[config.mk]
export PLATFORM = sky130hd
export DESIGN_NAME = rtc_alarm_calendar_add
export DESIGN_NICKNAME = d
export VERILOG_FILES = /design/src/sv/rtc_alm_pkg.sv /design/src/sv/rtc_alarm_calendar_add.sv
export SDC_FILE = /design/constraint.sdc
export NUM_CORES = 2
export LEC_CHECK = 0
export ABC_AREA = 1
export BUFFER_PORTS_ARGS = -buffer_cell sky130_fd_sc_hd__buf_2
export CAP_MARGIN = 20
export CORE_ASPECT_RATIO = 1.2
export CORE_MARGIN = 4
export CORE_UTILIZATION = 60
export DETAILED_ROUTE_END_ITERATION = 10
export PLACE_DENSITY = 0.77
export SLEW_MARGIN = 10
export SYNTH_ARGS = -nofsm -noshare
export SYNTH_HDL_FRONTEND = slang
export SYNTH_SLANG_ARGS = --single-unit
[constraint.sdc]
create_clock -name clk_i -period 11.1 [get_ports clk_i]
set_input_delay 2.22 -clock clk_i [delete_from_list [all_inputs] [get_ports clk_i]]
set_output_delay 2.22 -clock clk_i [all_outputs]
set_load 0.01 [all_outputs]
[src/sv/rtc_alm_pkg.sv]
package rtc_alm_pkg;

  // sub-second resolution: 2**SUBSEC_BITS ticks per second (8..15)
  localparam int unsigned SUBSEC_BITS = 11;

  // field widths fixed by the interface
  localparam int unsigned MS_W        = 31;
  localparam int unsigned SUBSEC_FLD_W = 11;

  // zero-extension width that covers both the subsec field and the tick count
  localparam int unsigned SUB_EXT_W = SUBSEC_BITS + SUBSEC_FLD_W;

  localparam int unsigned MS_PER_S  = 1000;
  localparam int unsigned MS_DIV    = MS_PER_S / 8;      // 125, 8 divides 2**SUBSEC_BITS
  localparam int unsigned TICK_MIN  = 3;

  // ms = 125*a + b, ticks = a * 2**(SUBSEC_BITS-3) + frac_tab[b]
  localparam int unsigned QUOT_W    = 25;                // ms / 125 < 2**25
  localparam int unsigned REM_MS_W  = 7;                 // b < 125
  localparam int unsigned TAB_W     = SUBSEC_BITS - 2;
  localparam int unsigned TICKS_W   = SUBSEC_BITS + 23;
  localparam int unsigned WHOLE_W   = 22;                // whole seconds < 2**22

  // reciprocal constants, exact over the ranges used
  localparam logic [31:0] RECIP_125 = 32'd2199023256;    // x < 2**31, shift 38
  localparam int unsigned SHIFT_125 = 38;
  localparam logic [15:0] RECIP_675 = 16'd49711;         // x < 2**15, shift 25
  localparam int unsigned SHIFT_675 = 25;
  localparam logic [13:0] RECIP_225 = 14'd9321;          // x < 2**13, shift 21
  localparam int unsigned SHIFT_225 = 21;
  localparam logic [10:0] RECIP_15  = 11'd1093;          // x < 2**10, shift 14
  localparam int unsigned SHIFT_15  = 14;

  localparam int unsigned SEC_PER_DAY  = 86400;
  localparam int unsigned SEC_PER_HOUR = 3600;
  localparam int unsigned SEC_PER_MIN  = 60;
  localparam int unsigned HOUR_PER_DAY = 24;
  localparam int unsigned YEAR_MAX     = 99;
  localparam int unsigned MONTH_DEC    = 12;

  localparam int unsigned NUM_STAGES = 12;

  typedef struct packed {
    logic [SUBSEC_BITS-1:0] sub;
    logic [5:0]             sec;
    logic [5:0]             min;
    logic [4:0]             hour;
    logic [4:0]             day;
    logic [3:0]             month;
    logic [6:0]             year;
  } now_t;

  typedef logic [TAB_W-1:0] frac_tab_t [MS_DIV];

  // ticks for the sub-125 ms remainder, round to nearest
  function automatic frac_tab_t gen_frac_tab();
    frac_tab_t t;
    for (int i = 0; i < MS_DIV; i++) begin
      t[i] = TAB_W'((i * (2 ** SUBSEC_BITS) + MS_PER_S / 2) / MS_PER_S);
    end
    return t;
  endfunction

  localparam frac_tab_t FRAC_TAB = gen_frac_tab();

  function automatic logic [4:0] days_in_month(input logic [3:0] month, input logic leap);
    logic [4:0] len;
    unique case (month) inside
      4'd2:                      len = leap ? 5'd29 : 5'd28;
      4'd4, 4'd6, 4'd9, 4'd11:   len = 5'd30;
      default:                   len = 5'd31;
    endcase
    return len;
  endfunction

endpackage

[src/sv/rtc_alarm_calendar_add.sv]
// rtc alarm calendar add
//
// takes a timeout in milliseconds and the current calendar time (sub-second
// down-counter, second, minute, hour, day, month, two-digit year) and returns
// the calendar time at which the alarm fires.
//
// input channel:  in_valid_i / in_ready_o, payload timeout_ms_i and now_*_i
// output channel: out_valid_o / out_ready_i, payload alarm_*_o
//
// one request is taken every cycle while the receiver does not stall;
// throughput is one result per cycle, set by the 12-stage pipeline in
// which each stage holds a multiply by a reciprocal or a constant, or adds
// and compares. when the receiver stalls, results pile up in the pipeline;
// empty stages still close up, so in_ready_o drops only once all 12 stages
// hold requests. reset clears all stage valid bits; payload registers are
// not reset. no configuration, no state kept between requests.

module rtc_alarm_calendar_add (
  input  logic        clk_i,
  input  logic        rst_ni,

  input  logic        in_valid_i,
  output logic        in_ready_o,
  input  logic [30:0] timeout_ms_i,
  input  logic [10:0] now_subsec_i,
  input  logic [5:0]  now_second_i,
  input  logic [5:0]  now_minute_i,
  input  logic [4:0]  now_hour_i,
  input  logic [4:0]  now_day_i,
  input  logic [3:0]  now_month_i,
  input  logic [6:0]  now_year_i,

  output logic        out_valid_o,
  input  logic        out_ready_i,
  output logic [10:0] alarm_subsec_o,
  output logic [5:0]  alarm_second_o,
  output logic [5:0]  alarm_minute_o,
  output logic [4:0]  alarm_hour_o,
  output logic [4:0]  alarm_day_o,
  output logic [3:0]  alarm_month_o,
  output logic [6:0]  alarm_year_o
);
  import rtc_alm_pkg::*;

  localparam int unsigned LAST = NUM_STAGES - 1;

  // stage valid bits and per-stage advance enables
  logic [NUM_STAGES-1:0] vld_q;
  logic [NUM_STAGES-1:0] stg_en;

  // calendar fields travel with the request through the stages that need them
  now_t                   tm_q     [0:10];

  // stage 0: ms / 125 by reciprocal multiply
  logic [MS_W-1:0]        ms_q;
  logic [QUOT_W-1:0]      p_q;
  // stage 1: quotient and remainder of ms / 125
  logic [QUOT_W-1:0]      a_q;
  logic [REM_MS_W-1:0]    b_q;
  // stage 2..: whole seconds, sub-second carry and alarm sub-second
  logic [WHOLE_W-1:0]     whole_q  [2:3];
  logic                   cy_q     [2:8];
  logic [SUBSEC_BITS-1:0] asub_q   [2:11];
  // day/hour/minute/second split of the whole seconds
  logic [4:0]             d_q      [3:9];
  logic [16:0]            rem_q    [4:5];
  logic [4:0]             h_q      [5:9];
  logic [11:0]            rem2_q   [6:7];
  logic [5:0]             m_q      [7:8];
  logic [5:0]             s_q;
  // calendar add
  logic [5:0]             sec_q    [9:11];
  logic [5:0]             min_q    [9:11];
  logic [1:0]             cmin_q;
  logic [4:0]             hour_q   [10:11];
  logic [5:0]             daysum_q;
  logic [4:0]             day_q;
  logic [3:0]             mon_q;
  logic [6:0]             yr_q;

  // a stage moves on when it is empty or the next stage moves on
  always_comb begin
    stg_en[LAST] = !vld_q[LAST] || out_ready_i;
    for (int i = LAST - 1; i >= 0; i--) begin
      stg_en[i] = !vld_q[i] || stg_en[i+1];
    end
  end

  assign in_ready_o  = stg_en[0];
  assign out_valid_o = vld_q[LAST];

  always_ff @(posedge clk_i or negedge rst_ni) begin
    if (!rst_ni) begin
      vld_q <= '0;
    end else begin
      if (stg_en[0]) begin
        vld_q[0] <= in_valid_i;
      end
      for (int i = 1; i < NUM_STAGES; i++) begin
        if (stg_en[i]) begin
          vld_q[i] <= vld_q[i-1];
        end
      end
    end
  end

  // ---------------------------------------------------------------------------
  // combinational work of each stage
  // ---------------------------------------------------------------------------
  logic [SUB_EXT_W-1:0]   sub_in_ext;
  now_t                   tm_in;
  logic [62:0]            prod125;

  logic [31:0]            ms_rem;

  logic [TICKS_W-1:0]     ticks_raw;
  logic [TICKS_W-1:0]     ticks;
  logic [SUBSEC_BITS:0]   frac_sum;

  logic [30:0]            prod_day;
  logic [16:0]            rem_n;
  logic [26:0]            prod_hr;
  logic [11:0]            rem2_n;
  logic [20:0]            prod_min;
  logic [5:0]             s_n;

  logic [6:0]             sec_sum;
  logic [1:0]             csec;
  logic [6:0]             sec_n;
  logic [6:0]             min_sum;
  logic [1:0]             cmin;
  logic [6:0]             min_n;

  logic [5:0]             hour_sum;
  logic [1:0]             chr;
  logic [5:0]             hour_n;
  logic [5:0]             day_sum;

  logic [4:0]             mlen;
  logic [5:0]             day_n;
  logic [3:0]             mon_n;
  logic [7:0]             yr_inc;
  logic [6:0]             yr_n;

  logic [SUB_EXT_W-1:0]   asub_ext;

  always_comb begin
    // stage 0: input capture, ms * (2**38 / 125)
    sub_in_ext     = SUB_EXT_W'(now_subsec_i);
    tm_in.sub      = sub_in_ext[SUBSEC_BITS-1:0];
    tm_in.sec      = now_second_i;
    tm_in.min      = now_minute_i;
    tm_in.hour     = now_hour_i;
    tm_in.day      = now_day_i;
    tm_in.month    = now_month_i;
    tm_in.year     = now_year_i;
    prod125        = 63'(timeout_ms_i) * 63'(RECIP_125);

    // stage 1: remainder of ms / 125
    ms_rem         = 32'(ms_q) - 32'(p_q) * 32'(MS_DIV);

    // stage 2: ticks, minimum delay, sub-second add
    ticks_raw      = (TICKS_W'(a_q) << (SUBSEC_BITS - 3)) + TICKS_W'(FRAC_TAB[b_q]);
    ticks          = (ticks_raw <= TICKS_W'(TICK_MIN)) ? TICKS_W'(TICK_MIN) : ticks_raw;
    // elapsed part of this second plus the fractional delay
    frac_sum       = {1'b0, ~tm_q[1].sub} + {1'b0, ticks[SUBSEC_BITS-1:0]};

    // stage 3: days = whole / 86400 = (whole >> 7) / 675
    prod_day       = 31'(whole_q[2][WHOLE_W-1:7]) * 31'(RECIP_675);

    // stage 4: seconds left in the day
    rem_n          = 17'(23'(whole_q[3]) - 23'(d_q[3]) * 23'(SEC_PER_DAY));

    // stage 5: hours = rem / 3600 = (rem >> 4) / 225
    prod_hr        = 27'(rem_q[4][16:4]) * 27'(RECIP_225);

    // stage 6: seconds left in the hour
    rem2_n         = 12'(17'(rem_q[5]) - 17'(h_q[5]) * 17'(SEC_PER_HOUR));

    // stage 7: minutes = rem2 / 60 = (rem2 >> 2) / 15
    prod_min       = 21'(rem2_q[6][11:2]) * 21'(RECIP_15);

    // stage 8: seconds
    s_n            = 6'(12'(rem2_q[7]) - 12'(m_q[7]) * 12'(SEC_PER_MIN));

    // stage 9: second and minute with carries (sums stay below 2*60 + 5)
    sec_sum        = 7'(tm_q[8].sec) + 7'(s_q) + 7'(cy_q[8]);
    if (sec_sum >= 7'(2 * SEC_PER_MIN)) begin
      csec = 2'd2;
    end else if (sec_sum >= 7'(SEC_PER_MIN)) begin
      csec = 2'd1;
    end else begin
      csec = 2'd0;
    end
    sec_n          = sec_sum - 7'(csec) * 7'(SEC_PER_MIN);
    min_sum        = 7'(tm_q[8].min) + 7'(m_q[8]) + 7'(csec);
    if (min_sum >= 7'(2 * SEC_PER_MIN)) begin
      cmin = 2'd2;
    end else if (min_sum >= 7'(SEC_PER_MIN)) begin
      cmin = 2'd1;
    end else begin
      cmin = 2'd0;
    end
    min_n          = min_sum - 7'(cmin) * 7'(SEC_PER_MIN);

    // stage 10: hour and day
    hour_sum       = 6'(tm_q[9].hour) + 6'(h_q[9]) + 6'(cmin_q);
    if (hour_sum >= 6'(2 * HOUR_PER_DAY)) begin
      chr = 2'd2;
    end else if (hour_sum >= 6'(HOUR_PER_DAY)) begin
      chr = 2'd1;
    end else begin
      chr = 2'd0;
    end
    hour_n         = hour_sum - 6'(chr) * 6'(HOUR_PER_DAY);
    day_sum        = 6'(tm_q[9].day) + 6'(d_q[9]) + 6'(chr);

    // stage 11: month overflow, december and year wrap
    mlen           = days_in_month(tm_q[10].month, tm_q[10].year[1:0] == 2'd0);
    yr_inc         = 8'(tm_q[10].year) + 8'd1;
    day_n          = daysum_q;
    mon_n          = tm_q[10].month;
    yr_n           = tm_q[10].year;
    if (daysum_q > 6'(mlen)) begin
      day_n = daysum_q - 6'(mlen);
      if (tm_q[10].month >= 4'(MONTH_DEC)) begin
        mon_n = 4'd1;
        yr_n  = (yr_inc > 8'(YEAR_MAX)) ? 7'd0 : yr_inc[6:0];
      end else begin
        mon_n = tm_q[10].month + 4'd1;
      end
    end

    asub_ext       = SUB_EXT_W'(asub_q[11]);
  end

  // ---------------------------------------------------------------------------
  // payload registers
  // ---------------------------------------------------------------------------
  always_ff @(posedge clk_i) begin
    if (stg_en[0]) begin
      ms_q     <= timeout_ms_i;
      p_q      <= prod125[SHIFT_125 +: QUOT_W];
      tm_q[0]  <= tm_in;
    end
    for (int i = 1; i <= 10; i++) begin
      if (stg_en[i]) begin
        tm_q[i] <= tm_q[i-1];
      end
    end

    if (stg_en[1]) begin
      a_q <= p_q;
      b_q <= ms_rem[REM_MS_W-1:0];
    end

    if (stg_en[2]) begin
      whole_q[2] <= ticks[SUBSEC_BITS +: WHOLE_W];
      cy_q[2]    <= frac_sum[SUBSEC_BITS];
      asub_q[2]  <= ~frac_sum[SUBSEC_BITS-1:0];
    end
    for (int i = 3; i <= 8; i++) begin
      if (stg_en[i]) begin
        cy_q[i] <= cy_q[i-1];
      end
    end
    for (int i = 3; i <= 11; i++) begin
      if (stg_en[i]) begin
        asub_q[i] <= asub_q[i-1];
      end
    end

    if (stg_en[3]) begin
      whole_q[3] <= whole_q[2];
      d_q[3]     <= prod_day[SHIFT_675 +: 5];
    end
    for (int i = 4; i <= 9; i++) begin
      if (stg_en[i]) begin
        d_q[i] <= d_q[i-1];
      end
    end

    if (stg_en[4]) begin
      rem_q[4] <= rem_n;
    end
    if (stg_en[5]) begin
      rem_q[5] <= rem_q[4];
      h_q[5]   <= prod_hr[SHIFT_225 +: 5];
    end
    for (int i = 6; i <= 9; i++) begin
      if (stg_en[i]) begin
        h_q[i] <= h_q[i-1];
      end
    end

    if (stg_en[6]) begin
      rem2_q[6] <= rem2_n;
    end
    if (stg_en[7]) begin
      rem2_q[7] <= rem2_q[6];
      m_q[7]    <= prod_min[SHIFT_15 +: 6];
    end
    if (stg_en[8]) begin
      m_q[8] <= m_q[7];
      s_q    <= s_n;
    end

    if (stg_en[9]) begin
      sec_q[9] <= sec_n[5:0];
      min_q[9] <= min_n[5:0];
      cmin_q   <= cmin;
    end
    for (int i = 10; i <= 11; i++) begin
      if (stg_en[i]) begin
        sec_q[i] <= sec_q[i-1];
        min_q[i] <= min_q[i-1];
      end
    end

    if (stg_en[10]) begin
      hour_q[10] <= hour_n[4:0];
      daysum_q   <= day_sum;
    end

    if (stg_en[11]) begin
      hour_q[11] <= hour_q[10];
      day_q      <= day_n[4:0];
      mon_q      <= mon_n;
      yr_q       <= yr_n;
    end
  end

  assign alarm_subsec_o = asub_ext[SUBSEC_FLD_W-1:0];
  assign alarm_second_o = sec_q[11];
  assign alarm_minute_o = min_q[11];
  assign alarm_hour_o   = hour_q[11];
  assign alarm_day_o    = day_q;
  assign alarm_month_o  = mon_q;
  assign alarm_year_o   = yr_q;

`ifndef SYNTHESIS
  // requests are refused only when every stage is full and the output stalls
  a_ready_full: assert property (@(posedge clk_i) disable iff (!rst_ni)
    !in_ready_o |-> (out_valid_o && !out_ready_i))
    else $error("input refused with room in the pipeline");

  // day count from the reciprocal multiply stays within the delay range
  a_day_range: assert property (@(posedge clk_i) disable iff (!rst_ni)
    vld_q[3] |-> (d_q[3] <= 5'd24))
    else $error("day quotient out of range");

  // minute and second split of the remaining seconds
  a_min_sec_range: assert property (@(posedge clk_i) disable iff (!rst_ni)
    vld_q[8] |-> (m_q[8] < 6'd60 && s_q < 6'd60))
    else $error("minute/second split out of range");

  // carried time fields land in range
  a_out_range: assert property (@(posedge clk_i) disable iff (!rst_ni)
    out_valid_o |-> (alarm_second_o < 6'd60 && alarm_minute_o < 6'd60 &&
                     alarm_hour_o < 5'd24))
    else $error("alarm time field out of range");
`endif

endmodule
==> impl_metrics.py <==
metrics = {
    "setup_path": {
        "cp_slowest_stage_delay_ns": 0.56,
        "end_kind": "flip-flop",
        "r2r_start": "s_q[0]$_DFFE_PP_",
        "crit_type": "in -> reg",
        "required_ns": 11.47,
        "r2r_cells": 26,
        "path_common_cell": "fa_1",
        "crit_chain": "buf_2, ha_1, fa_1, fa_1, inv_1, fa_1, inv_1, fa_1, fa_1, fa_1, inv_1, fa_1, inv_1, ha_1, nand2_1, nor2_1, nand2_1, nor2_1, nand2_1, nand3_1, nand2_1, nand3_1, nand2_1",
        "ff2ff_setup_slack_ns": 5.39,
        "crit_arrival_ns": 8.19,
        "critPathBufInv": 5,
        "r2r-end": "min_q[2][11]$_DFFE_PP_",
        "start_kind": "input port",
        "crit_path_top_delay_cell": "fa_1",
        "crit_family": "adder cells",
        "cp_max_fo": 11,
    },
    "clock_network": {
        "cts_hold_buf": 0,
        "cts_tree": "done",
        "cts.sinks": 778,
        "cts-resized-gates": 0,
        "clk_path_buf_depth": 3,
        "clkTransAtPathRegs_ns": 0.07,
        "clock_latency_ns": 0.62,
        "cts-root-buf": "clkbuf_16",
        "numCtsBuffers": 76,
        "htreeDepth": 3,
        "cts_setup_buffers": 0,
    },
    "outcome": {
        "status": "completed",
    },
    "run": {
        "cap_viol_max_count": 0,
    },
    "logic_synthesis": {
        "ys_ff_latch": 778,
        "synthFlopType": "edfxtp_1",
        "ys_types": 49,
        "yosysSeqAreaShare_pct": 43.74,
        "syn_inst": 4786,
        "synth_edf_count": 766,
        "synth_area_per_cell_um2": 11.13,
        "syn_nets": 6027,
        "synth_warnings": 0,
        "ys_async_sr_fraction_pct": 1.542,
        "netlist_area_mm2": 0.05328,
    },
    "layout": {
        "drive_gt1_share_pct": 7.020,
        "final_cell_mix": "1,180 x inv_1, 776 x nand2_1, 766 x edfxtp_1",
        "nNetsFinal": 6180,
        "layout_commonest_cell": "inv_1",
        "area_growth_pct": 8.046,
        "diodes": 0,
    },
    "timing": {
        "fin_crit_ns": 7.821,
        "relSlewSlack_pct": 29.36,
        "tightest_slew_ns": 1.060,
        "final-setup-viol-count": 0,
        "slew_viol_final": 0,
        "hold_viol": 0,
        "finalCritPeriodShare_pct": 70.46,
        "fmax_mhz": 127.9,
        "skew_ns": 0.02217,
        "tns_ns": 0,
        "rsz0062_at_grt": "false",
    },
    "placement": {
        "hpwl_um": 91910,
        "io_buffers": 124,
        "place.gp.congestion": 1.067,
    },
    "global_route": {
        "grt_max_degree": 78,
        "grt_pass1_wl_um": 185700,
        "grt_pass1_vias": 34663,
        "grt_use_total_pct": 25.70,
        "antenna_found_initial": 5,
        "grt_overflow": 0,
    },
    "route": {
        "drtIter0Drc": 2011,
        "first_pass_iters": 5,
        "wl_per_cell_um": 19.14,
        "drc": 0,
        "antenna_left": 0,
        "drt-total-wl_um": 117700,
        "vias_per_cell": 5.351,
        "num_vias": 32902,
    },
    "floorplan": {
        "rows": 119,
        "design.core.area_mm2": 0.08800,
        "die_h_um": 334.4,
        "ioPinCount": 125,
        "dieArea_mm2": 0.09365,
        "start_util_pct": 60.55,
        "die_w_um": 280.0,
    },
    "hold_path": {
        "holdCritStartpoint": "tm_q[4][18]$_DFFE_PP_",
        "holdCritPathClass": "reg -> reg",
        "holdPathStages": 0,
        "worstHoldEndpoint": "tm_q[5][18]$_DFFE_PP_",
    },
}
metal layers:
layer / up-vias / GRT usage [%] / wire (µm)
met5: - / 0 / 17
met4: 2 / 13.50 / 7149
met3: 311 / 3.335 / 6076
met2: 1063 / 46.38 / 60660
met1: 15890 / 30.00 / 43820
li1: 15636 / - / -
sequential cells by signal, summed over array words and instances (netlist names), 7 cells and up:
| register | flops |
|---|---|
| vld_q | 12 |
| d_q | 35 |
| hour_q | 10 |
| alarm_year_o | 7 |
| asub_q | 110 |
| b_q | 7 |
| ms_q | 7 |
| tm_q | 351 |
| cy_q | 7 |
| h_q | 25 |
| rem2_q | 18 |
| m_q | 12 |
| sec_q | 18 |
| min_q | 18 |
| rem_q | 29 |
| whole_q | 39 |
| p_q | 25 |
| a_q | 25 |
cell usage after synthesis, types with 2 or more instances:
cell type	instances	area, µm²
a22oi_1	2	15.01
dfrtp_1	12	300.3
nand4_2	2	25.02
nand3_2	4	40.04
o21bai_1	15	112.6
clkbuf_1	26	97.59
o211ai_1	3	22.52
xor2_1	56	490.5
nand3b_1	4	30.03
edfxtp_1	766	23000
nor3_1	22	110.1
a21oi_1	136	680.7
o2111ai_1	2	17.52
inv_1	1184	4444
a21o_1	11	82.58
nor3_2	12	120.1
and2_0	2	12.51
buf_4	29	217.7
o21a_1	3	22.52
nand4_1	45	281.5
fa_1	408	8168
a31oi_1	3	18.77
o21ai_0	63	315.3
a211oi_1	3	22.52
nand3_1	130	650.6
or2_2	8	50.05
inv_2	16	60.06
o31ai_1	3	22.52
nand2_1	778	2920
buf_2	5	25.02
nor2_4	7	78.83
a21boi_0	2	15.01
nor2_1	170	638.1
nand2_2	20	125.1
xnor2_1	33	289.0
nor4_1	5	31.28
nor2_2	23	143.9
ha_1	754	9434
o21ai_1	9	45.04
final cells by class:
class	count	area [µm²]
Sequential cell	778	23300
Timing Repair Buffer	135	703.2
Clock inverter	45	460.4
Inverter	1201	4508
Clock buffer	94	1991
Fill cell	6413	30430
Tap cell	1149	1438
Multi-Input combinational cell	2747	25160
cells by family after synthesis:
logic type                 share of synthesized area (%)
AOI/OAI and AO/OA                                  2.677
xor gates and xnor gates                           1.463
buffers and inverters                              9.100
and+or+nand+nor                                    9.983
adders and majority gates                          33.04
DFF                                                43.74
how the worst max path moves through the flow:
stage / start / end / slack (ns) / cells past startpoint
5_1_grt: timeout_ms_i[12] / p_q[20]$_DFFE_PP_ / 3.04 / 25
6_report: timeout_ms_i[12] / p_q[23]$_DFFE_PP_ / 3.28 / 23
3_3_place_gp: timeout_ms_i[10] / p_q[23]$_DFFE_PP_ / 2.75 / 23
4_1_cts: timeout_ms_i[12] / p_q[7]$_DFFE_PP_ / 3.34 / 23
3_5_place_dp: timeout_ms_i[12] / p_q[23]$_DFFE_PP_ / 2.69 / 23
2_1_floorplan: out_ready_i / in_ready_o / 1.77 / 8
through the flow:
| stage | cell area (µm²) | worst slack (ns) | utilization, % | hold WS (ns) | instances |
|---|---|---|---|---|---|
| floorplan | 53280 | 1.765 | - | 0.4003 | 4786 |
| global placement | 55110 | 2.753 | 62.63 | 0.4001 | 6010 |
| detailed placement | 55110 | 2.688 | 62.63 | 0.4045 | 6010 |
| CTS | 57560 | 3.336 | 65.42 | 0.4053 | 6149 |
| global route | 57560 | 3.043 | 65.42 | 0.4148 | 6149 |
| finish | 57560 | 3.279 | 65.42 | 0.4058 | 6149 |
worst reg2reg max path, cell delays in order, from the launching register on:
cell and delay (ns):
edfxtp_1 0.39, fa_1 0.50, fa_1 0.46, nand3_1 0.12, nand2_1 0.11, xor2_1 0.21, nor2_2 0.21, nand2_1 0.08
nor2_1 0.19, inv_1 0.09, fa_1 0.48, inv_1 0.04, ha_1 0.22, fa_1 0.41, xor2_1 0.37, inv_1 0.08
nor2_1 0.14, nand3_1 0.11, nand2_1 0.14, inv_1 0.06, ha_1 0.33, nand2_1 0.06, nor2_1 0.10, a211oi_1 0.07
or2_2 0.32, nand4_1 0.10, nand2_1 0.05
Power is left out: the tool's default activity adds up to more than one toggle a clock period on the data nets, which glitch-free logic cannot reach.
